==> src/sv/sd32_pkg.sv <==
// ---------------------------------------------------------------------------
// Signed divider package
// Widths and the stage records shared by the divider modules.
// ---------------------------------------------------------------------------
package sd32_pkg;

    localparam int DATA_W = 32;
    // One quotient bit is resolved in each step stage.
    localparam int STEPS  = DATA_W;

    typedef struct packed {
        logic              valid;
        logic              neg;
        logic              dbz;
        logic [DATA_W-1:0] rem;
        logic [DATA_W-1:0] dq;
        logic [DATA_W-1:0] dvs;
    } t_div_stage;

    typedef struct packed {
        logic              valid;
        logic              dbz;
        logic [DATA_W-1:0] quotient;
    } t_result;

endpackage

==> src/sv/sd32_post.sv <==
// ---------------------------------------------------------------------------
// Signed divider sign stage
// Applies the result sign and forces zero for a zero divisor.
// ---------------------------------------------------------------------------
module sd32_post (
    input  logic                 i_clk,
    input  logic                 i_rst_n,
    input  logic                 i_adv,
    input  sd32_pkg::t_div_stage i_stage,
    output sd32_pkg::t_result    o_result
);

    localparam int W = sd32_pkg::DATA_W;

    sd32_pkg::t_result n_result;
    sd32_pkg::t_result r_result;

    // For the single overflow case the magnitude passes unnegated and wraps to the most negative value.
    always_comb begin
        n_result.valid = i_stage.valid;
        n_result.dbz   = i_stage.dbz;
        if (i_stage.dbz) begin
            n_result.quotient = '0;
        end else if (i_stage.neg) begin
            n_result.quotient = W'(0) - i_stage.dq;
        end else begin
            n_result.quotient = i_stage.dq;
        end
    end

    always_ff @(posedge i_clk) begin
        if (!i_rst_n) begin
            r_result.valid <= 1'b0;
        end else if (i_adv) begin
            r_result.valid <= n_result.valid;
        end
        if (i_adv) begin
            r_result.dbz      <= n_result.dbz;
            r_result.quotient <= n_result.quotient;
        end
    end

    assign o_result = r_result;

endmodule

==> config.mk <==
export PLATFORM = sky130hd
export DESIGN_NAME = sd32_post
export DESIGN_NICKNAME = d
export VERILOG_FILES = /design/src/sv/sd32_pkg.sv /design/src/sv/sd32_post.sv
export SDC_FILE = /design/constraint.sdc
export NUM_CORES = 1
export LEC_CHECK = 0
export ABC_CLOCK_PERIOD_IN_PS = 5700
export BUFFER_PORTS_ARGS = -buffer_cell sky130_fd_sc_hd__buf_4
export CAP_MARGIN = 20
export CORE_UTILIZATION = 45
export CTS_CLUSTER_SIZE = 10
export DETAILED_ROUTE_END_ITERATION = 8
export PLACE_DENSITY = 0.95
export RECOVER_POWER = 50
export SETUP_SLACK_MARGIN = 0.05
export SYNTH_ARGS = -nofsm -noshare
export SYNTH_HDL_FRONTEND = slang
export SYNTH_SLANG_ARGS = --single-unit
==> constraint.sdc <==
create_clock -name i_clk -period 5.7 [get_ports i_clk]
set_input_delay 1.71 -clock i_clk [delete_from_list [all_inputs] [get_ports i_clk]]
set_output_delay 1.71 -clock i_clk [all_outputs]
set_load 0.05 [all_outputs]
==> results.cfg <==
[die]
die_h_um = 71.8
core-area_um2 = 4690
die-area_um2 = 5150
start_util = 0.467
rows = 25
num_io_pins = 136
die_w_um = 71.8

[drt]
avgViaCountPerCell = 5.78
drc = 0
drtPass1Iterations = 6
drtAntennaViolNets = 0
wl_um = 5150
via_count = 1920
drtIter0Drc = 98
wl_per_cell_um = 15.5

[setup_path]
critPathLaunchType = primary input
arrival_ns = 4.01
rrSetupSlack_ns = 5.09
critPathMaxFanout = 54
critPathKind = primary input to flop
worstPathRequired_ns = 5.64
cp-end-kind = flop

[clock_tree]
clock_latency_ns = 0.28
cts-root-buf = clkbuf_8
clk_pin_slew_ns = 0.07
postCtsSetupBuffers = 0
postCtsHoldBufs = 0
ctsResizeCount = 0
numClockSinks = 34
cts_buffers = 5
cts_max_path_buffers = 2
htreeDepth = 2
cts_tree = built

[grt]
grt_max_degree = 55
track_usage = 0.212
antenna_found_initial = 0
grt_pass1_vias = 1834
grt_pass1_wl_um = 8450
grt_overflow = 0

[yosys]
async_flop_share = 0
synth_ff_type = edfxtp_1
yosys_warnings = 0
syn_nets = 317
synth_edf_count = 33
synthSimpleGateAreaFrac = 0.263
synthMuxAreaShare = 0.0811
synthXorXnorAreaFrac = 0.0360
syn-cell-area_um2 = 2190
ys_types = 38
synth_compound_area_frac = 0.118
synth_top_family_by_area = simple AND/OR/NAND/NOR gates
seq_area_frac_synth = 0.462
ys_ff_latch = 34
syn_avg_cell_area_um2 = 10.2
synthAdderAreaFrac = 0.00571
synthCells = 214

[timing]
slew_headroom = -0.411
min_period_over_period = 0.714
fin_skew_ns = 0
tightest_slew_ns = 2.12
clock.fmax_ghz = 0.246
hold_viol_final = 0
period_minus_slack_ns = 4.07
setup_tns_ns = 0
rsz0062_at_grt = no
setup_viol = 0
drv_slew = 90
hold_slack_ns = 0.530
fin_ws_ns = 1.63

[hold_path]
min_path_type = flop to flop

[final_layout]
largest_reg_flops = 34
drive_gt1_frac = 0.313
fin_nets = 381
stdcell_area_um2 = 2750
post-route-util = 0.587
antennaDiodeCount = 0
final_cells = 332
syn_to_final_growth_pct = 25.7

[power_and_ir_drop]
peakVddDrop_mv = 0.115
power.density_nw_per_um2 = 244
total_power_mw = 0.672
p_leak_nw = 1.05

[placement]
dpl_worst_slack_ns = 1.76
post_dp_cell_area_um2 = 2730
port-buffer-count = 71
dp_hpwl_um = 3740
gp_congestion = 0.877
dp.cells = 325

[status]
status = complete, but fails checks
violations = capacitance limit, slew limit

[run]
maxCapViolCount = 2
==> cell type report <==
class | instances | area (um2)
clock buffers | 5 | 68.8
fillers | 423 | 1940
flip-flops and latches | 34 | 1010
multi-input cells | 162 | 1100
repair buffers | 71 | 477
clock inverters | 2 | 10.0
well taps | 54 | 67.6
inverters | 4 | 15.0
==> path summary, 6_finish.rpt <==
check	start	endpoint	cells after the start
worst max-delay path	i_stage[96]	o_result[29]$_SDFFCE_PP0P_	5
worst min-delay path	o_result[33]$_SDFFE_PN0P_	o_result[33]$_SDFFE_PN0P_	2
worst max register to register	o_result[33]$_SDFFE_PN0P_	o_result[33]$_SDFFE_PN0P_	2
worst min register to register	o_result[33]$_SDFFE_PN0P_	o_result[33]$_SDFFE_PN0P_	2
==> cell usage after synthesis (6+ instances only) <==
| master | number | area [um2] |
|---|---|---|
| edfxtp_1 | 33 | 991 |
| nor2_1 | 33 | 124 |
| nor2b_1 | 16 | 100 |
| clkbuf_1 | 11 | 41.3 |
| mux2_2 | 10 | 113 |
| or3_1 | 10 | 62.6 |
| a21oi_1 | 9 | 45.0 |
| a31oi_1 | 8 | 50.1 |
| o21ai_0 | 8 | 40.0 |
| xor2_1 | 8 | 70.1 |
| nor3_1 | 6 | 30.0 |
==> logic make-up (layout without fill, tap and decap cells) <==
group,count (synthesis),count (layout)
and+or+nand+nor,99,99
AOI/OAI and AO/OA,37,37
DFF,34,34
buffers and inverters,18,82
muxes,16,16
xor gates and xnor gates,9,9
adders and majority gates,1,1
==> report_power, final <==
group / switching, mW / internal, mW / total (mW)
Combinational: 0.135 / 0.0624 / 0.197
Clock: 0.0863 / 0.0819 / 0.168
Sequential: 0.00609 / 0.301 / 0.307
==> per-layer routing <==
| layer | global-route usage | wire length (um) |
|---|---|---|
| met3 | 0.0605 | 393 |
| met1 | 0.266 | 2220 |
| met4 | 0.0763 | 107 |
| met5 | 0 | 0 |
| met2 | 0.351 | 2430 |
==> layout by cell type, fill, tap and decap left out, types with 4 or more instances in the layout <==
master	synthesis	routed
clkbuf_8	0	5
or2_2	4	4
clkbuf_1	11	15
nor2b_1	16	16
buf_4	0	56
mux2_1	4	4
or3_1	10	10
a21oi_1	9	9
inv_1	4	4
or4_1	4	4
nor3_1	6	6
xor2_1	8	8
o21ai_0	8	8
a31oi_1	8	8
mux2_2	10	10
edfxtp_1	33	33
nor2_1	33	33
==> worst max-delay path: stages <==
cell	delay (ns)
clkbuf_1	1.48
inv_1	0.29
and3_1	0.29
nand4_1	0.10
o311ai_1	0.13
(Power assumes the default switching activity.)
