### src/sv/sd32_pkg.sv
// ---------------------------------------------------------------------------
// Signed divider package
// Widths and the stage records shared by the divider modules.
// ---------------------------------------------------------------------------
package sd32_pkg;

    localparam int DATA_W = 32;
    // One quotient bit is resolved in each step stage.
    localparam int STEPS  = DATA_W;

    typedef struct packed {
        logic              valid;
        logic              neg;
        logic              dbz;
        logic [DATA_W-1:0] rem;
        logic [DATA_W-1:0] dq;
        logic [DATA_W-1:0] dvs;
    } t_div_stage;

    typedef struct packed {
        logic              valid;
        logic              dbz;
        logic [DATA_W-1:0] quotient;
    } t_result;

endpackage

### src/sv/sd32_prep.sv
// ---------------------------------------------------------------------------
// Signed divider operand stage
// Registers operand magnitudes, the result sign and the zero-divisor flag.
// ---------------------------------------------------------------------------
module sd32_prep (
    input  logic                               i_clk,
    input  logic                               i_rst_n,
    input  logic                               i_adv,
    input  logic                               i_valid,
    input  logic signed [sd32_pkg::DATA_W-1:0] i_divisor,
    input  logic signed [sd32_pkg::DATA_W-1:0] i_dividend,
    output sd32_pkg::t_div_stage               o_stage
);

    localparam int W = sd32_pkg::DATA_W;

    logic [W-1:0]         w_dvs_u;
    logic [W-1:0]         w_dvd_u;
    sd32_pkg::t_div_stage n_stage;
    sd32_pkg::t_div_stage r_stage;

    assign w_dvs_u = W'(i_divisor);
    assign w_dvd_u = W'(i_dividend);

    // The most negative value keeps its bit pattern as an unsigned magnitude.
    always_comb begin
        n_stage.valid = i_valid;
        n_stage.neg   = w_dvs_u[W-1] ^ w_dvd_u[W-1];
        n_stage.dbz   = (w_dvs_u == '0);
        n_stage.rem   = '0;
        n_stage.dq    = w_dvd_u[W-1] ? (W'(0) - w_dvd_u) : w_dvd_u;
        n_stage.dvs   = w_dvs_u[W-1] ? (W'(0) - w_dvs_u) : w_dvs_u;
    end

    always_ff @(posedge i_clk) begin
        if (!i_rst_n) begin
            r_stage.valid <= 1'b0;
        end else if (i_adv) begin
            r_stage.valid <= n_stage.valid;
        end
        if (i_adv) begin
            r_stage.neg <= n_stage.neg;
            r_stage.dbz <= n_stage.dbz;
            r_stage.rem <= n_stage.rem;
            r_stage.dq  <= n_stage.dq;
            r_stage.dvs <= n_stage.dvs;
        end
    end

    assign o_stage = r_stage;

endmodule

### config.mk
export PLATFORM = sky130hd
export DESIGN_NAME = sd32_prep
export DESIGN_NICKNAME = d
export VERILOG_FILES = /design/src/sv/sd32_pkg.sv /design/src/sv/sd32_prep.sv
export SDC_FILE = /design/constraint.sdc
export NUM_CORES = 1
export LEC_CHECK = 0
export BUFFER_PORTS_ARGS = -buffer_cell sky130_fd_sc_hd__buf_2
export CORE_UTILIZATION = 43
export CTS_CLUSTER_SIZE = 24
export DETAILED_ROUTE_END_ITERATION = 10
export GPL_TIMING_DRIVEN = 0
export HOLD_SLACK_MARGIN = 0.08
export PLACE_DENSITY = 0.77
export SYNTH_ARGS = -nofsm -noshare
export SYNTH_HDL_FRONTEND = slang
export SYNTH_SLANG_ARGS = --single-unit
### constraint.sdc
create_clock -name i_clk -period 1.9 [get_ports i_clk]
set_input_delay 0.285 -clock i_clk [delete_from_list [all_inputs] [get_ports i_clk]]
set_output_delay 0.285 -clock i_clk [all_outputs]
set_load 0.01 [all_outputs]
==> flow_summary.toml <==
[synthesis]
avgSynthCellArea_um2 = 12.0
synth_area_leaders = "edfxtp_1 53%, xnor2_1 14%, buf_4 6.4%, o31ai_1 4.2%, o41ai_1 3.5%"
yosysTopAreaCell = "edfxtp_1"
ys_seq_area_frac = 0.534
syn_inst = 312
post-synth-top-area-fraction = 0.529
synth_most_common_cell = "edfxtp_1"
synthesis.area_mm2 = 0.00375
synthTopCellsByCount = "66 x edfxtp_1, 58 x xnor2_1, 32 x buf_4"
synth_flop_cell = "edfxtp_1"
synth_edf_count = 66
async_reset_ff_frac = 0
ys_ff_latch = 67
yosysWarnings = 0
synthDistinctLibCells = 35

[clocking]
path_clk_slew_ns = 0.07
cts-root-buf = "clkbuf_8"
cts_hold_buf = 0
cts_max_level = 3
clockBufferDepth = 2
numCtsBuffers = 9
clock_latency_ns = 0.34
clkSinkCount = 67
cts_tree = "yes"

[final_layout]
layout-drive-gt1-share = 0.391
final_util = 0.583
final_cell_area_mm2 = 0.00486
syn2layout_area_growth_pct = 29.7
fillers = 727
register_area_mm2 = 0.00200
diodes = 0
multi_input_area_mm2 = 0.00159
largest_register_ffs = 67
finalNonFillerCells = 596
nets = 559

[die]
ioPinCount = 167
die_w_um = 95.4
die_y_um = 95.4
coreArea_mm2 = 0.00834
num_rows = 33
dieArea_mm2 = 0.00910
start_util = 0.450

[timing]
tns_ns = 0
relSlewSlack = 0.410
holdWs_ns = 0.170
fin_crit_sh = 0.965
worst_slack_ns = 0.0664
rsz0062_at_grt = "false"
post-route-min-period_ns = 1.83
worstMarginPinSlew_ns = 0.885
setup_viol = 0
final_hold_viol_count = 0
finClkSkew_ns = 0
fmaxAchievable_mhz = 545
slew_viol_final = 0

[critical_path]
crit_path_top_delay_cell = "o41ai_1"
critical_path_class = "input pin to flop"
slowest_delay_ns = 0.50
crit_path_max_fanout = 10
start_kind = "input pin"
crit_chain = "buf_2 -> nor4_1 -> nand4_1 -> buf_2 -> o41ai_1 -> xnor2_1"
cp_common_cell = "buf_2"
cp_data_arrival_time_ns = 1.91
crit_path_end_kind = "flop"
cp.required_ns = 1.98

[detailed_routing]
vias = 3083
drtPass1Iterations = 4
remaining_drc_errors = 0
drt-vias-per-instance = 5.17
drtAntennaViolNets = 0
routed_wl_um = 9040
drt-initial-drc-count = 70
post_drt_wl_per_cell_um = 15.2

[flow_run]
cap_violations = 0

[pwr]
internal_power_mw = 2.71
pwr-share-seq = 0.503
comb_power_share = 0.196
power.density_mw_per_mm2 = 754
ir_drop_mv = 0.405
total_power_mw = 3.67
clock_power_share = 0.301
p_switching_mw = 0.956
netSwitchingFraction = 0.261
p_leak_nw = 1.94

[place]
place_hpwl_um = 6820
port_buffers = 133
dp_slack_ns = -0.278
dp.cells = 581
placed_area_mm2 = 0.00466
gp_congestion = 0.818

[worst_hold_path]
min_path_type = "input pin to flop"

[global_route]
track_usage = 0.203
grt_max_degree = 68
antenna_found_initial = 0
grt_pass1_vias = 2896
grt_pass1_wl_um = 13900
overflow = 0

[run_status]
status = "finished, final reports clean"
==> layout make-up <==
type / count / area share
buffer: 42 / 0.0576
clock buffer: 11 / 0.0270
clock inverter: 4 / 0.00874
inverter: 5 / 0.00386
multi-input combinational: 229 / 0.327
sequential: 67 / 0.412
tap: 105 / 0.0270
timing repair buffer: 133 / 0.137
==> power groups by stage <==
stage	clock network (mW)	registers [mW]	logic (mW)
after floorplan	0	1.96	0.287
after global placement	0	1.87	0.696
after detailed placement	0	1.88	0.711
after CTS	1.12	1.85	0.713
after global routing	1.18	1.86	0.789
final	1.11	1.84	0.720
==> metal layers <==
layer  global-route usage  vias up  wire, um
li1                     -     1458         -
met1                0.226     1447      3490
met2                0.362      161      4610
met3               0.0542       17       757
met4               0.0883        0       182
met5                    0        -         0
==> logic make-up after synthesis <==
group                    share of synthesized area
other                                      0.00100
XOR/XNOR                                     0.138
AND/OR/NAND/NOR                              0.131
buffers and inverters                       0.0797
flip-flops                                   0.534
adder cells (fa/ha/maj)                     0.0133
multiplexers                               0.00267
AO/OA/AOI/OAI                                0.100
==> critical path, delay by kind of cell <==
family,cells,cell delay (ns)
buffers and inverters,2,0.37
and+or+nand+nor,2,0.63
AOI/OAI and AO/OA,1,0.50
xor gates and xnor gates,1,0.11
==> repair_timing <==
| item | 4_1_cts | 5_1_grt |
|---|---|---|
| setup endpoints to repair | 0 | 9 |
| gates resized for setup | 0 | 4 |
| setup buffers | 0 | 0 |
==> final timing paths <==
path         depth (start not counted)                      from                       end  slack [ns]
max                                  6             i_dividend[7]     o_stage[59]$_DFFE_PP_        0.07
min                                  1             i_dividend[0]     o_stage[32]$_DFFE_PP_        0.17
max reg2reg                          2  o_stage[98]$_SDFFE_PN0P_  o_stage[98]$_SDFFE_PN0P_        1.30
min reg2reg                          2  o_stage[98]$_SDFFE_PN0P_  o_stage[98]$_SDFFE_PN0P_        0.54
==> placed cells by master, fill, tap and decap left out, types with 8 or more instances in the layout <==
cell type / instances
nor4_1: 8
edfxtp_1: 66
buf_4: 33
o41ai_1: 14
nand2_1: 21
conb_1: 32
buf_2: 134
o21ai_0: 11
nor2_1: 8
o31ai_1: 21
clkbuf_1: 9
xnor2_1: 58
or3_1: 8
clkbuf_8: 9
Note: power is estimated with default switching activity, not from simulation.
