==> config.mk <==
export PLATFORM = sky130hd
export DESIGN_NAME = sd32_div_step
export DESIGN_NICKNAME = d
export VERILOG_FILES = /design/src/sv/sd32_pkg.sv /design/src/sv/sd32_div_step.sv
export SDC_FILE = /design/constraint.sdc
export NUM_CORES = 1
export LEC_CHECK = 0
export BUFFER_PORTS_ARGS = -buffer_cell sky130_fd_sc_hd__buf_2
export CORE_MARGIN = 10
export CORE_UTILIZATION = 36
export CTS_BUF_LIST = sky130_fd_sc_hd__clkbuf_8
export DETAILED_ROUTE_END_ITERATION = 10
export PLACE_DENSITY = 0.65
export SLEW_MARGIN = 0
export SYNTH_ARGS = -nofsm -noshare
export SYNTH_HDL_FRONTEND = slang
export SYNTH_SLANG_ARGS = --single-unit
==> constraint.sdc <==
create_clock -name i_clk -period 4 [get_ports i_clk]
set_input_delay 0.4 -clock i_clk [delete_from_list [all_inputs] [get_ports i_clk]]
set_output_delay 0.4 -clock i_clk [all_outputs]
set_load 0.005 [all_outputs]
==> src/sv/sd32_pkg.sv <==
// ---------------------------------------------------------------------------
// Signed divider package
// Widths and the stage records shared by the divider modules.
// ---------------------------------------------------------------------------
package sd32_pkg;

    localparam int DATA_W = 32;
    // One quotient bit is resolved in each step stage.
    localparam int STEPS  = DATA_W;

    typedef struct packed {
        logic              valid;
        logic              neg;
        logic              dbz;
        logic [DATA_W-1:0] rem;
        logic [DATA_W-1:0] dq;
        logic [DATA_W-1:0] dvs;
    } t_div_stage;

    typedef struct packed {
        logic              valid;
        logic              dbz;
        logic [DATA_W-1:0] quotient;
    } t_result;

endpackage

==> src/sv/sd32_div_step.sv <==
// ---------------------------------------------------------------------------
// Signed divider step stage
// One restoring division step: resolves one quotient bit per stage.
// ---------------------------------------------------------------------------
module sd32_div_step (
    input  logic                 i_clk,
    input  logic                 i_rst_n,
    input  logic                 i_adv,
    input  sd32_pkg::t_div_stage i_stage,
    output sd32_pkg::t_div_stage o_stage
);

    localparam int W = sd32_pkg::DATA_W;

    logic [W:0]           w_trial;
    logic [W:0]           w_diff;
    logic                 w_bit;
    sd32_pkg::t_div_stage n_stage;
    sd32_pkg::t_div_stage r_stage;

    // The dividend bits shift out of dq into the partial remainder while
    // the quotient bits shift in from the bottom.
    assign w_trial = {i_stage.rem, i_stage.dq[W-1]};
    assign w_diff  = w_trial - {1'b0, i_stage.dvs};
    assign w_bit   = !w_diff[W];

    always_comb begin
        n_stage       = i_stage;
        n_stage.rem   = w_bit ? w_diff[W-1:0] : w_trial[W-1:0];
        n_stage.dq    = {i_stage.dq[W-2:0], w_bit};
    end

    always_ff @(posedge i_clk) begin
        if (!i_rst_n) begin
            r_stage.valid <= 1'b0;
        end else if (i_adv) begin
            r_stage.valid <= n_stage.valid;
        end
        if (i_adv) begin
            r_stage.neg <= n_stage.neg;
            r_stage.dbz <= n_stage.dbz;
            r_stage.rem <= n_stage.rem;
            r_stage.dq  <= n_stage.dq;
            r_stage.dvs <= n_stage.dvs;
        end
    end

    assign o_stage = r_stage;

endmodule

==> qor_table.md <==
| Quantity | Reported | Unit |
|---|---|---|
| Largest net degree at the start of global routing | 58 | - |
| Proportion of register bits with asynchronous set or reset after synthesis | 0 | % |
| Synthesized instance count | 445 | - |
| Fin Hold WS | 0.185 | ns |
| TritonCTS Buffers | 9 | - |
| Critical Setup Path Class | primary input to flip-flop | - |
| Primary flip-flop cell chosen by synthesis mapping | sky130_fd_sc_hd__edfxtp_1 | - |
| Final worst path period share | 75.1 | % |
| Core region area | 15000 | um^2 |
| Max_cap viols | 0 | - |
| Total half-perimeter wirelength after legalization and detailed placement | 12200 | um |
| Leakage power summed over all cells | 3.15 | nW |
| Worst Path Arrival | 3.14 | ns |
| Number of failing setup endpoints in the final timing report | 0 | - |
| Ports placed on the boundary | 201 | - |
| Starting density of the core | 36.4 | % |
| Proportion of synthesized chip area in sequential cells | 54.1 | % |
| Routed length per placed instance | 18.3 | um |
| Number of standard cells in the final layout excluding fillers | 842 | - |
| Hold Path Depth | 1 | - |
| Total wirelength of the detailed-routed design | 15400 | um |
| Number of antenna violations at the first check in global routing | 0 | - |
| Worst hold start | i_stage[47] | - |
| Crit path launch type | primary input | - |
| Number of H-tree branching levels | 3 | - |
| Slowest stage cell, crit path | sky130_fd_sc_hd__fa_1 | - |
| Buffers on Ports | 200 | - |
| Kind of end point of the critical path | flip-flop | - |
| DRT antenna net count | 0 | - |
| Width of the die | 143 | um |
| Synth cell types | 50 | - |
| Vias in the first global route | 4387 | - |
| Leading cell type in the layout, fill and taps excluded | sky130_fd_sc_hd__buf_2 | - |
| RSZ-0062 raised after global routing | false | - |
| CTS Hold Buffers Added | 0 | - |
| Most common cell type on the critical path | sky130_fd_sc_hd__a21oi_1 | - |
| Critical path peak fanout | 19 | - |
| Area fraction of the dominant cell type after synthesis | 53.8 | % |
| Worst clock skew on the final layout | 0 | ns |
| Worst reg2reg endpoint | o_stage[98] | - |
| Clock latency on the worst-skew pair | 0.38 | ns |
| Clock sink total | 99 | - |
| Syn-to-layout area delta | 25.1 | % |
| Max VDD drop | 0.166 | mV |
| Cell-by-cell listing of the critical path | buf_2 -> ha_1 -> fa_1 -> nand2b_1 -> a21oi_1 -> o211ai_1 -> a21oi_1 -> o31a_2 -> mux2i_1 -> nor2_4 -> buf_4 -> mux2_2 | - |
| Quantity of gates resized following cts | 0 | - |
| Antenna diode count | 0 | - |
| Number of register bits inferred by synthesis | 99 | - |
| Largest register FFs | 99 | - |
| Pins Over Slew Limit | 0 | - |
| DR vias | 4165 | - |
| Kind of path behind the tightest hold check | primary input to flip-flop | - |
| Worst r2r path cells | 2 | - |
| Slew at the pin closest to its max-slew limit | 0.747 | ns |
| Violation count after the first detailed-route iteration | 179 | - |
| Max-slew headroom at the worst pin | 50.2 | % |
| Clock Tree Root | sky130_fd_sc_hd__clkbuf_8 | - |
| Post CTS Setup Buffer Count | 0 | - |
| Floorplan die height | 143 | um |
| Minimum clock period | 3.00 | ns |
| PwrDens | 378 | nW/um^2 |
| Top library cells by usage in the layout, fill and taps aside | sky130_fd_sc_hd__buf_2, sky130_fd_sc_hd__edfxtp_1, sky130_fd_sc_hd__inv_1 | - |
| Fraction of layout cells with a size suffix above 1 | 38.8 | % |
| Net count after synthesis | 580 | - |
| Yosys top cell by area | sky130_fd_sc_hd__edfxtp_1 | - |
| Hold Path Sink | o_stage[48] | - |
| Fmax achieved | 333 | MHz |
| Critical register-to-register path startpoint | o_stage[98] | - |
| Number of cells after detailed placement | 826 | - |
| Synthesized area | 5470 | um^2 |
| Synth top area cells | sky130_fd_sc_hd__edfxtp_1, sky130_fd_sc_hd__ha_1, sky130_fd_sc_hd__mux2_4, sky130_fd_sc_hd__a21oi_1, sky130_fd_sc_hd__inv_1 | - |
| CTS clock-pin slew for the worst setup and hold paths | 0.10 | ns |
| R2r setup slk | 3.38 | ns |
| Number of enable flip-flop cells after synthesis | 98 | - |
| Worst Path Required | 4.14 | ns |
| Number of search-and-repair iterations in the first detailed-routing pass | 4 | - |
| Synth Area per Inst | 12.3 | um^2 |
| RePlAce Congestion | 0.824 | - |
| Clock tree from TritonCTS | yes | - |
| Total chip power | 2.59 | mW |
| # nets final | 784 | - |
| Via density | 4.95 | - |
| Final hold violations | 0 | - |
| Bufs on Longest Clock Path | 2 | - |
| First-pass GRT wire length | 23300 | um |
| Grt ovf | 0 | - |
| Outcome | finished, final reports clean | - |
| Setup total negative slack | 0 | ns |
| Die area | 20500 | um^2 |
| Count of unresolved DRC violations after routing | 0 | - |
| All-layer global routing usage | 14.5 | % |
| YS warnings | 0 | - |
| Critical Path Max Stage Delay | 0.41 | ns |
| FP Rows | 45 | - |
[critical path, delay by kind of cell]
family / cells / cell delay (ns)
buffers and inverters: 2 / 0.46
and+or+nand+nor: 2 / 0.30
muxes: 2 / 0.49
AOI/OAI and AO/OA: 4 / 0.86
adders and majority gates: 2 / 0.64
[final cells by class]
type	instances	area (um^2)
Sequential cell	99	2960
Multi-Input combinational cell	297	2300
Clock buffer	9	124
Fill cell	1457	8190
Inverter	38	143
Clock inverter	7	51.3
Timing Repair Buffer	204	1030
Tap cell	188	235
[through the flow]
step | setup slack [ns] | utilization [%] | instance area, um^2
after floorplan | 1.08 | - | 5470
after CTS | 0.972 | 45.6 | 6850
after global routing | 0.762 | 45.6 | 6850
after global placement | 0.585 | 44.4 | 6670
final | 0.997 | 45.6 | 6850
after detailed placement | 0.560 | 44.4 | 6670
[Yosys cell counts, types with 2 or more instances]
cell / instances
sky130_fd_sc_hd__a211oi_1: 3
sky130_fd_sc_hd__a21bo_2: 3
sky130_fd_sc_hd__a21o_1: 18
sky130_fd_sc_hd__a21oi_1: 38
sky130_fd_sc_hd__and2_1: 3
sky130_fd_sc_hd__and3_1: 4
sky130_fd_sc_hd__and4_1: 3
sky130_fd_sc_hd__buf_6: 4
sky130_fd_sc_hd__clkbuf_1: 5
sky130_fd_sc_hd__edfxtp_1: 98
sky130_fd_sc_hd__ha_1: 32
sky130_fd_sc_hd__inv_1: 38
sky130_fd_sc_hd__mux2_2: 3
sky130_fd_sc_hd__mux2_4: 25
sky130_fd_sc_hd__mux2i_1: 6
sky130_fd_sc_hd__nand2_1: 27
sky130_fd_sc_hd__nand2b_1: 8
sky130_fd_sc_hd__nand3_1: 10
sky130_fd_sc_hd__nand3b_1: 2
sky130_fd_sc_hd__nand4_1: 6
sky130_fd_sc_hd__nor2_1: 18
sky130_fd_sc_hd__nor2b_1: 6
sky130_fd_sc_hd__nor3_1: 4
sky130_fd_sc_hd__nor4_1: 2
sky130_fd_sc_hd__nor4b_1: 2
sky130_fd_sc_hd__o211ai_1: 6
sky130_fd_sc_hd__o21a_1: 5
sky130_fd_sc_hd__o21ai_0: 17
sky130_fd_sc_hd__o21bai_1: 5
sky130_fd_sc_hd__o31ai_1: 2
sky130_fd_sc_hd__or3_1: 2
sky130_fd_sc_hd__xnor2_1: 13
sky130_fd_sc_hd__xor2_1: 10
[worst max-delay path by stage]
stage	from	end	slack, ns
after floorplan	i_stage[63]	o_stage[68]	1.08
after global placement	i_stage[0]	o_stage[95]	0.58
after detailed placement	i_stage[0]	o_stage[95]	0.56
after CTS	i_stage[0]	o_stage[95]	0.97
after global routing	i_stage[63]	o_stage[95]	0.76
final	i_stage[0]	o_stage[95]	1.0
[power breakdown]
part | internal [mW] | switching (mW) | leakage, nW
registers | 1.27 | 0.0267 | 0.967
logic | 0.336 | 0.353 | 2.09
clock network | 0.231 | 0.371 | 0.0918
[layer usage]
metal | global-route usage [%] | wire length (um) | vias up
met2 | 24.4 | 7290 | 131
met4 | 4.25 | 146 | 0
met1 | 17.5 | 6770 | 1958
li1 | - | - | 2067
met5 | 0 | 0 | -
met3 | 4.75 | 1210 | 9
[cell families (layout without fill, tap and decap cells)]
group                      after synthesis  in the layout  synth area share, %
xor gates and xnor gates                23             23                 3.68
buffers and inverters                   49            258                 3.96
and+or+nand+nor                        100            100                 9.47
AOI/OAI and AO/OA                      107            107                 12.5
adders and majority gates               33             33                 7.68
muxes                                   34             34                 8.57
DFF                                     99             99                 54.1
No activity file was read; power rests on OpenSTA's default activity.
