==> src/sv/sd32_pkg.sv <==
// ---------------------------------------------------------------------------
// Signed divider package
// Widths and the stage records shared by the divider modules.
// ---------------------------------------------------------------------------
package sd32_pkg;

    localparam int DATA_W = 32;
    // One quotient bit is resolved in each step stage.
    localparam int STEPS  = DATA_W;

    typedef struct packed {
        logic              valid;
        logic              neg;
        logic              dbz;
        logic [DATA_W-1:0] rem;
        logic [DATA_W-1:0] dq;
        logic [DATA_W-1:0] dvs;
    } t_div_stage;

    typedef struct packed {
        logic              valid;
        logic              dbz;
        logic [DATA_W-1:0] quotient;
    } t_result;

endpackage

==> src/sv/sd32_channels.sv <==


interface sd32_out_if;
    logic                               valid;
    logic                               ready;
    logic signed [sd32_pkg::DATA_W-1:0] quotient_value;
    logic                               divide_by_zero;

    modport source (output valid, output quotient_value, output divide_by_zero, input ready);
    modport sink   (input valid, input quotient_value, input divide_by_zero, output ready);
endinterface

==> src/sv/sd32_out_buf.sv <==
// ---------------------------------------------------------------------------
// Signed divider output buffer
// Two-entry result queue that decouples the pipeline from the result sink.
// ---------------------------------------------------------------------------
module sd32_out_buf (
    input  logic              i_clk,
    input  logic              i_rst_n,
    input  sd32_pkg::t_result i_result,
    output logic              o_adv,
    sd32_out_if.source        o_out
);

    localparam int W = sd32_pkg::DATA_W;

    logic [W-1:0] r_quot [2];
    logic         r_dbz  [2];
    logic         r_wr_ptr;
    logic         r_rd_ptr;
    logic [1:0]   r_count;
    logic [1:0]   n_count;
    logic         w_push;
    logic         w_pop;

    // The pipeline moves only while a free entry is guaranteed, so the
    // advance signal depends on registered state alone.
    assign o_adv  = (r_count != 2'd2);
    assign w_push = i_result.valid && o_adv;
    assign w_pop  = o_out.valid && o_out.ready;

    always_comb begin
        n_count = r_count;
        if (w_push && !w_pop) begin
            n_count = r_count + 2'd1;
        end else if (!w_push && w_pop) begin
            n_count = r_count - 2'd1;
        end
    end

    always_ff @(posedge i_clk) begin
        if (!i_rst_n) begin
            r_count  <= 2'd0;
            r_wr_ptr <= 1'b0;
            r_rd_ptr <= 1'b0;
        end else begin
            r_count <= n_count;
            if (w_push) begin
                r_wr_ptr <= !r_wr_ptr;
            end
            if (w_pop) begin
                r_rd_ptr <= !r_rd_ptr;
            end
        end
    end

    always_ff @(posedge i_clk) begin
        if (w_push) begin
            r_quot[r_wr_ptr] <= i_result.quotient;
            r_dbz[r_wr_ptr]  <= i_result.dbz;
        end
    end

    assign o_out.valid          = (r_count != 2'd0);
    assign o_out.quotient_value = $signed(r_quot[r_rd_ptr]);
    assign o_out.divide_by_zero = r_dbz[r_rd_ptr];

endmodule

==> src/flat_wrapper.sv <==
// flat-port wrapper written by rule: the top's interface ports become plain ports
module sd32_out_buf_flat 
  (i_clk, i_rst_n, i_result, o_adv, o_out_valid, o_out_quotient_value, o_out_divide_by_zero, o_out_ready);
  sd32_out_if o_out_i ();
  input  logic i_clk;
  input  logic i_rst_n;
  input  sd32_pkg::t_result i_result;
  output logic o_adv;
  output wire logic [$bits(o_out_i.valid)-1:0] o_out_valid;
  output wire logic [$bits(o_out_i.quotient_value)-1:0] o_out_quotient_value;
  output wire logic [$bits(o_out_i.divide_by_zero)-1:0] o_out_divide_by_zero;
  input wire logic [$bits(o_out_i.ready)-1:0] o_out_ready;
  assign o_out_valid = o_out_i.valid;
  assign o_out_quotient_value = o_out_i.quotient_value;
  assign o_out_divide_by_zero = o_out_i.divide_by_zero;
  assign o_out_i.ready = o_out_ready;
  sd32_out_buf u_core (.i_clk(i_clk), .i_rst_n(i_rst_n), .i_result(i_result), .o_adv(o_adv), .o_out(o_out_i));
endmodule
==> config.mk <==
export PLATFORM = sky130hd
export DESIGN_NAME = sd32_out_buf_flat
export DESIGN_NICKNAME = d
export VERILOG_FILES = /design/src/sv/sd32_pkg.sv /design/src/sv/sd32_channels.sv /design/src/sv/sd32_out_buf.sv /design/src/flat_wrapper.sv
export SDC_FILE = /design/constraint.sdc
export NUM_CORES = 1
export LEC_CHECK = 0
export ABC_CLOCK_PERIOD_IN_PS = 1700
export BUFFER_PORTS_ARGS = -buffer_cell sky130_fd_sc_hd__buf_2
export CORE_MARGIN = 1.5
export CORE_UTILIZATION = 32
export DETAILED_ROUTE_END_ITERATION = 8
export GPL_TIMING_DRIVEN = 0
export SETUP_SLACK_MARGIN = 0.5
export SYNTH_ARGS = -nofsm -noshare
export SYNTH_HDL_FRONTEND = slang
export SYNTH_SLANG_ARGS = --single-unit
==> constraint.sdc <==
create_clock -name i_clk -period 1.7 [get_ports i_clk]
set_input_delay 0.255 -clock i_clk [delete_from_list [all_inputs] [get_ports i_clk]]
set_output_delay 0.255 -clock i_clk [all_outputs]
set_load 0.1 [all_outputs]
==> results.md, run 1 <==
- Root Driver: clkbuf_8
- Avg Inst Size Synth: 20.6 um2
- Clock Latency Late Sink: 0.34 ns
- Max-Cap Viols: 0
- Antenna violations before repair: 0
- Switch share: 40.9%
- Seq/Total Area, Yosys: 79.6%
- Fin nets: 273
- Number of synthesized flops with an enable pin: 66
- Vias in the first global route: 1609
- Period minus WS final: 1.70 ns
- Chip height: 93.4 um
- Setup violators final: 0
- Remaining global-route overflow: 0
- Clock Power Share: 16.3%
- Leak: 0.00173 uW
- Cts bufs inserted: 9
- DR DRC count: 0
- Status: finished clean
- Core area: 7810 um2
- Top cells by area, synth: edfxtp_1, mux2_2, dfxtp_1
- Area delta synth->final: 68.4%
- Pwr Total: 8650 uW
- Slowest stage delay, CP: 0.33 ns
- Initial Util: 33.5%
- Fin crit share: 99.9%
- Worst path buffer plus inverter count: 3
- Via Count: 1516
- IO Port Bufs: 71
- Synth cell types: 19
- Mapped Area: 2620 um2
- Fillers: 607
- CTS clock-pin slew for the worst setup and hold paths: 0.08 ns
- Peak VDD IR: 1350 uV
- CP Data Required Time: 1.44 ns
- Post-Route WL: 5690 um
- Hold slack: 0.0967 ns
- Synth cell count leaders: edfxtp_1, mux2_2, dfxtp_1, and2_1, buf_2
- Vias/cell: 4.43
- Total track usage: 13.3%
- Critical-path top delay cell: dfxtp_2
- Fin. max-slew vios: 0
- Worst slew pin tran: 0.366 ns
- Crit path max-delay family: buffers and inverters
- Placer Congestion: 0.622
- Worst-path maximum fanout: 10
- Largest net degree at the start of global routing: 18
- Final hold vios: 0
- Util after Layout: 56.4%
- Critical path class: reg2out
- Top-count cell post-synth: edfxtp_1
- Flop pwr share: 26.6%
- Post-Synthesis Cells: 127
- Antenna-violating nets left: 0
- Yosys top cell by area: edfxtp_1
- Internal power: 5110 uW
- TritonCTS clock tree: built
- Num ports: 72
- Fin cells: 342
- Synth Warn #: 0
- Clock sink count: 71
- RSZ-0062 raised after global routing: true
- Die area: 8730 um2
- Switching pwr: 3540 uW
- Power per cell area: 1960 nW/um2
- Comb power frac: 57.1%
- CP Capture Type: output pin
- ANT cells: 0
- Seq cells post-synth: 71
- Share of cells above drive strength 1: 66.7%
- Initial drt markers: 57
- Relative slew slack: 75.6%
- Fmax: 589 MHz
- Data arrival, critical path: 1.44 ns
- Class of the worst hold path: in2reg
- Site Rows: 32
- Top cell type's share of synthesized area: 75.8%
- Post-synthesis async set-or-reset flop share: 0%
- DRT Pass-1 Iters: 3
- Clock Tree Buf Depth: 2
- Wire per inst: 16.6 um
- Syn Nets: 165
- Crit-path cells: buf_8, buf_12, mux2_4, buf_12
- Critical Path Start Type: flip-flop
- H-tree level count: 3
- First-pass GRT wire length: 8170 um
- Crit-path most repeated cell: buf_12
- Worst Clk Skew: 0.00786 ns
- Placed cell count: 300
- Synth Flop Type: edfxtp_1
- DP HPWL: 2980 um
- Die X-Extent: 93.4 um
[cells by family after synthesis]
kind of cell	share of synthesized area, %
compound gates	1.34
xor+xnor	1.00
fa+ha+maj	0.478
buf+inv	0.909
flops	79.6
mux	14.2
simple gates	2.49
[worst register-to-register path, cell delays in order, from the launching register on]
cell        delay [ns]
dfxtp_1           0.54
nand3b_1          0.19
buf_6             0.13
clkinvlp_4        0.11
buf_6             0.15
buf_12            0.13
[final cells by class]
cell class | instances | area [um2] | area share, %
plain buffers | 4 | 75.1 | 1.70
clock buffers | 10 | 128 | 2.90
clock inverters | 6 | 85.1 | 1.93
inverters | 1 | 7.51 | 0.170
multi-input cells | 55 | 721 | 16.4
flip-flops and latches | 71 | 2090 | 47.4
well taps | 102 | 128 | 2.90
repair buffers | 92 | 1160 | 26.4
repair inverters | 1 | 7.51 | 0.170
[through the flow]
stage	TNS [ns]	worst slack (ns)	area [um2]
after floorplan	-0.373	-0.0113	2780
after global routing	-1.30	-0.0547	4410
after CTS	-0.384	-0.0221	4310
after detailed placement	-3.70	-0.114	3270
final	0	0.00247	4410
after global placement	-3.70	-0.115	3270
[power groups by stage]
stage | sequential (uW) | combinational (uW) | clock [uW]
detailed placement | 2320 | 3350 | 0
CTS | 2290 | 4810 | 1450
floorplan | 2290 | 2960 | 0
finish | 2300 | 4940 | 1410
global placement | 2310 | 3340 | 0
global route | 2320 | 5100 | 1530
[metal layers]
layer / GRT usage, % / routed length [um] / vias up
met5: 0 / 0 / -
met4: 5.30 / 69 / 0
met3: 5.61 / 353 / 6
met2: 22.5 / 2930 / 48
met1: 14.9 / 2330 / 745
li1: - / - / 717
[sequential cells by signal, indices dropped and copies added (netlist names), named ones only]
register,cells
u_core.r_dbz,2
u_core.r_wr_ptr,1
u_core.r_rd_ptr,1
u_core.r_quot,64
u_core.r_count,2
[path summary, 6_finish.rpt]
check,start,endpoint,slack (ns),cells past startpoint
hold / removal,i_result[30],u_core.r_quot[0][30],0.1,1
setup / recovery,flip-flop,o_out_quotient_value[28],0.002,4
hold reg to reg,u_core.r_count[1],u_core.r_count[1],0.55,2
setup reg to reg,u_core.r_wr_ptr,u_core.r_quot[0][12],0.23,5
[layout by cell type, fill, tap and decap left out, types with 3 or more instances in the layout]
master / n
clkbuf_8: 9
and2_1: 3
buf_4: 4
buf_12: 41
clkinvlp_4: 3
and3_4: 5
edfxtp_1: 66
buf_6: 11
buf_2: 36
mux2_4: 33
[timing repair]
| item | 4_1_cts | 5_1_grt |
|---|---|---|
| pin swaps | 6 | 3 |
| setup endpoints to repair | 103 | 103 |
| setup buffers | 15 | 4 |
| gates resized for setup | 166 | 8 |
| gates cloned | 4 | 3 |
| hold buffers | 0 | 0 |
Power figures use the tool's default switching activity.
==> inputs of run 2 (changes only) <==
- CORE_MARGIN: 1.5 -> 2
==> run 2 against run 1 <==
  * The run now ends with setup timing left
  * Setup slack worse by 0.0070 ns
  * Global-route usage shrank 0.088 points
  * Power about the same
  * Final cell count decreased by 0.29%
  * Clock-buffer cell count is the same
  * Cell area increased by 0.40%
  * Critical path depth unchanged
  * Routed wire length grew 1.4%
  * Register-to-register slack worse by 0.02 ns
  * Sequential power about the same
  * Critical path type unchanged
  * Largest cell class unchanged
  * Highest routed layer unchanged
==> results.md, run 2 (synthesis gave the netlist of run 1 again) <==
- Critical path class: reg2out (unchanged)
- Crit path max-delay family: buffers and inverters (unchanged)
- Setup TNS: -0.0207 ns (was 0 ns)
- Pre-CTS setup slack: -0.155 ns (was -0.114 ns)
- Initial drt markers: 35 (was 57)
- Largest regs: u_core.r_quot x64, u_core.r_count x2, u_core.r_dbz x2 (unchanged)
- Class of the worst hold path: in2reg (unchanged)
- Failing checks: setup timing
- Antenna-violating nets left: 0 (unchanged)
- Worst-path maximum fanout: 10 (unchanged)
- Commonest non-fill, non-tap cell in the layout: edfxtp_1 (unchanged)
- Clock sink count: 71 (unchanged)
- Fmax: 587 MHz (was 589 MHz)
- Largest net degree at the start of global routing: 17 (was 18)
- Period minus WS final: 1.70 ns (about the same)
- Final hold vios: 0 (unchanged)
- Critical Path Start Type: flip-flop (unchanged)
- Switch share: 41.0% (was 40.9%)
- Root Driver: clkbuf_8 (unchanged)
- Critical-path top delay cell: dfxtp_2 (unchanged)
- DRT Pass-1 Iters: 4 (was 3)
- Die X-Extent: 94.4 um (was 93.4 um)
- Chip height: 94.4 um (was 93.4 um)
- Wire per inst: 16.9 um (was 16.6 um)
- Initial Util: 33.5% (unchanged)
- Wl on met1: 2310 um (was 2330 um)
- Die area: 8920 um2 (was 8730 um2)
- Num ports: 72 (unchanged)
- Post-Route WL: 5770 um (was 5690 um)
- CP Data Required Time: 1.44 ns (about the same)
- Flop pwr share: 26.5% (was 26.6%)
- Worst Clk Skew: 0.00625 ns (was 0.00786 ns)
- Biggest register: u_core.r_quot (unchanged)
- RSZ-0062 raised after global routing: true (unchanged)
- Power per cell area: 1950 nW/um2 (was 1960 nW/um2)
- Switching pwr: 3540 uW (about the same)
- H-tree level count: 3 (unchanged)
- Area delta synth->final: 69.1% (was 68.4%)
- Max-Cap Viols: 0 (unchanged)
- Data arrival, critical path: 1.45 ns (was 1.44 ns)
- Antenna violations before repair: 0 (unchanged)
- ANT cells: 0 (unchanged)
- Vias in the first global route: 1662 (was 1609)
- Util after Layout: 56.7% (was 56.4%)
- Relative slew slack: 89.3% (was 75.6%)
- Clock Latency Late Sink: 0.33 ns (was 0.34 ns)
- Crit-path most repeated cell: buf_12 (unchanged)
- Fin. max-slew vios: 0 (unchanged)
- CTS clock-pin slew for the worst setup and hold paths: 0.07 ns (was 0.08 ns)
- Status: complete, but fails checks (was finished clean)
- Most frequent cells in the layout: edfxtp_1, buf_12, buf_2, mux2_4, buf_6 (unchanged)
- Worst slew pin tran: 0.160 ns (was 0.366 ns)
- Worst path buffer plus inverter count: 3 (unchanged)
- Final setup margin: -0.00448 ns (was 0.00247 ns)
- Share of cells above drive strength 1: 67.4% (was 66.7%)
- Crit-path cells: buf_8, buf_12, mux2_4, buf_12 (unchanged)
- Remaining global-route overflow: 0 (unchanged)
- Cts bufs inserted: 9 (unchanged)
- Hold slack: 0.107 ns (was 0.0967 ns)
- CP Capture Type: output pin (unchanged)
- Fin crit share: 100% (was 99.9%)
- Leak: 0.00174 uW (was 0.00173 uW)
- Total track usage: 13.3% (about the same)
- DR DRC count: 0 (unchanged)
- Fin nets: 272 (was 273)
- Slowest stage delay, CP: 0.33 ns (about the same)
- TritonCTS clock tree: built (unchanged)
- Pwr Total: 8640 uW (was 8650 uW)
- IO Port Bufs: 71 (unchanged)
- Vias/cell: 4.43 (about the same)
- Via Count: 1509 (was 1516)
- Core area: 7810 um2 (unchanged)
- Routed wl met2: 2980 um (was 2930 um)
- Setup violators final: 9 (was 0)
- Placer Congestion: 0.662 (was 0.622)
- Internal power: 5100 uW (was 5110 uW)
- Clock Tree Buf Depth: 2 (unchanged)
- Clock Power Share: 16.2% (was 16.3%)
- Max reg flops: 64 (unchanged)
- Comb power frac: 57.3% (was 57.1%)
- DP HPWL: 2850 um (was 2980 um)
- Site Rows: 32 (unchanged)
- Top routing layer used: met4 (unchanged)
- Hold_buf cts: 0 (unchanged)
- Met3 WL: 421 um (was 353 um)
- Peak VDD IR: 1040 uV (was 1350 uV)
- First-pass GRT wire length: 8560 um (was 8170 um)
## run 2: through the flow
stage          std cells  area [um2]
2_1_floorplan        127        2780
6_report             341        4420
3_3_place_gp         300        3270
4_1_cts              336        4340
3_5_place_dp         300        3270
5_1_grt              341        4420
## run 2: power by group through the flow
stage | Clock (uW) | Combinational (uW) | Sequential [uW]
after floorplan | 0 | 2960 | 2290
after global placement | 0 | 3340 | 2310
after detailed placement | 0 | 3350 | 2320
after CTS | 1450 | 4850 | 2290
after global routing | 1530 | 5110 | 2320
final | 1400 | 4950 | 2290
## run 2: repair_timing
item                                    4_1_cts  5_1_grt
gates cloned                                  5        2
buffers inserted                             15        3
resized for setup                           167       11
endpoints found under the setup margin      103      103
pin swaps                                     6        4
hold endpoints to repair                      0        0
## run 2: layout make-up
cell class                 count  area [um2]
buffer                         4        75.1
clock buffer                  10         128
clock inverter                 6        85.1
fill                         592        3380
inverter                       1        7.51
multi-input combinational     53         706
sequential                    71        2090
tap                          102         128
timing repair buffer          93        1200
timing repair inverter         1        7.51
## run 2: routing by layer
metal,track usage (%),up-vias
met5,0,-
met4,4.35,0
met3,5.43,6
met2,22.9,55
met1,14.9,737
li1,-,711
## run 2: final timing paths
kind	from	to	slack, ns	cells after the start
min reg2reg	u_core.r_count[1]	u_core.r_count[1]	0.55	2
max	flip-flop	o_out_quotient_value[16]	-0.004	4
min	i_result[26]	u_core.r_quot[0][26]	0.11	1
max reg2reg	u_core.r_count[0]	u_core.r_count[1]	0.21	6
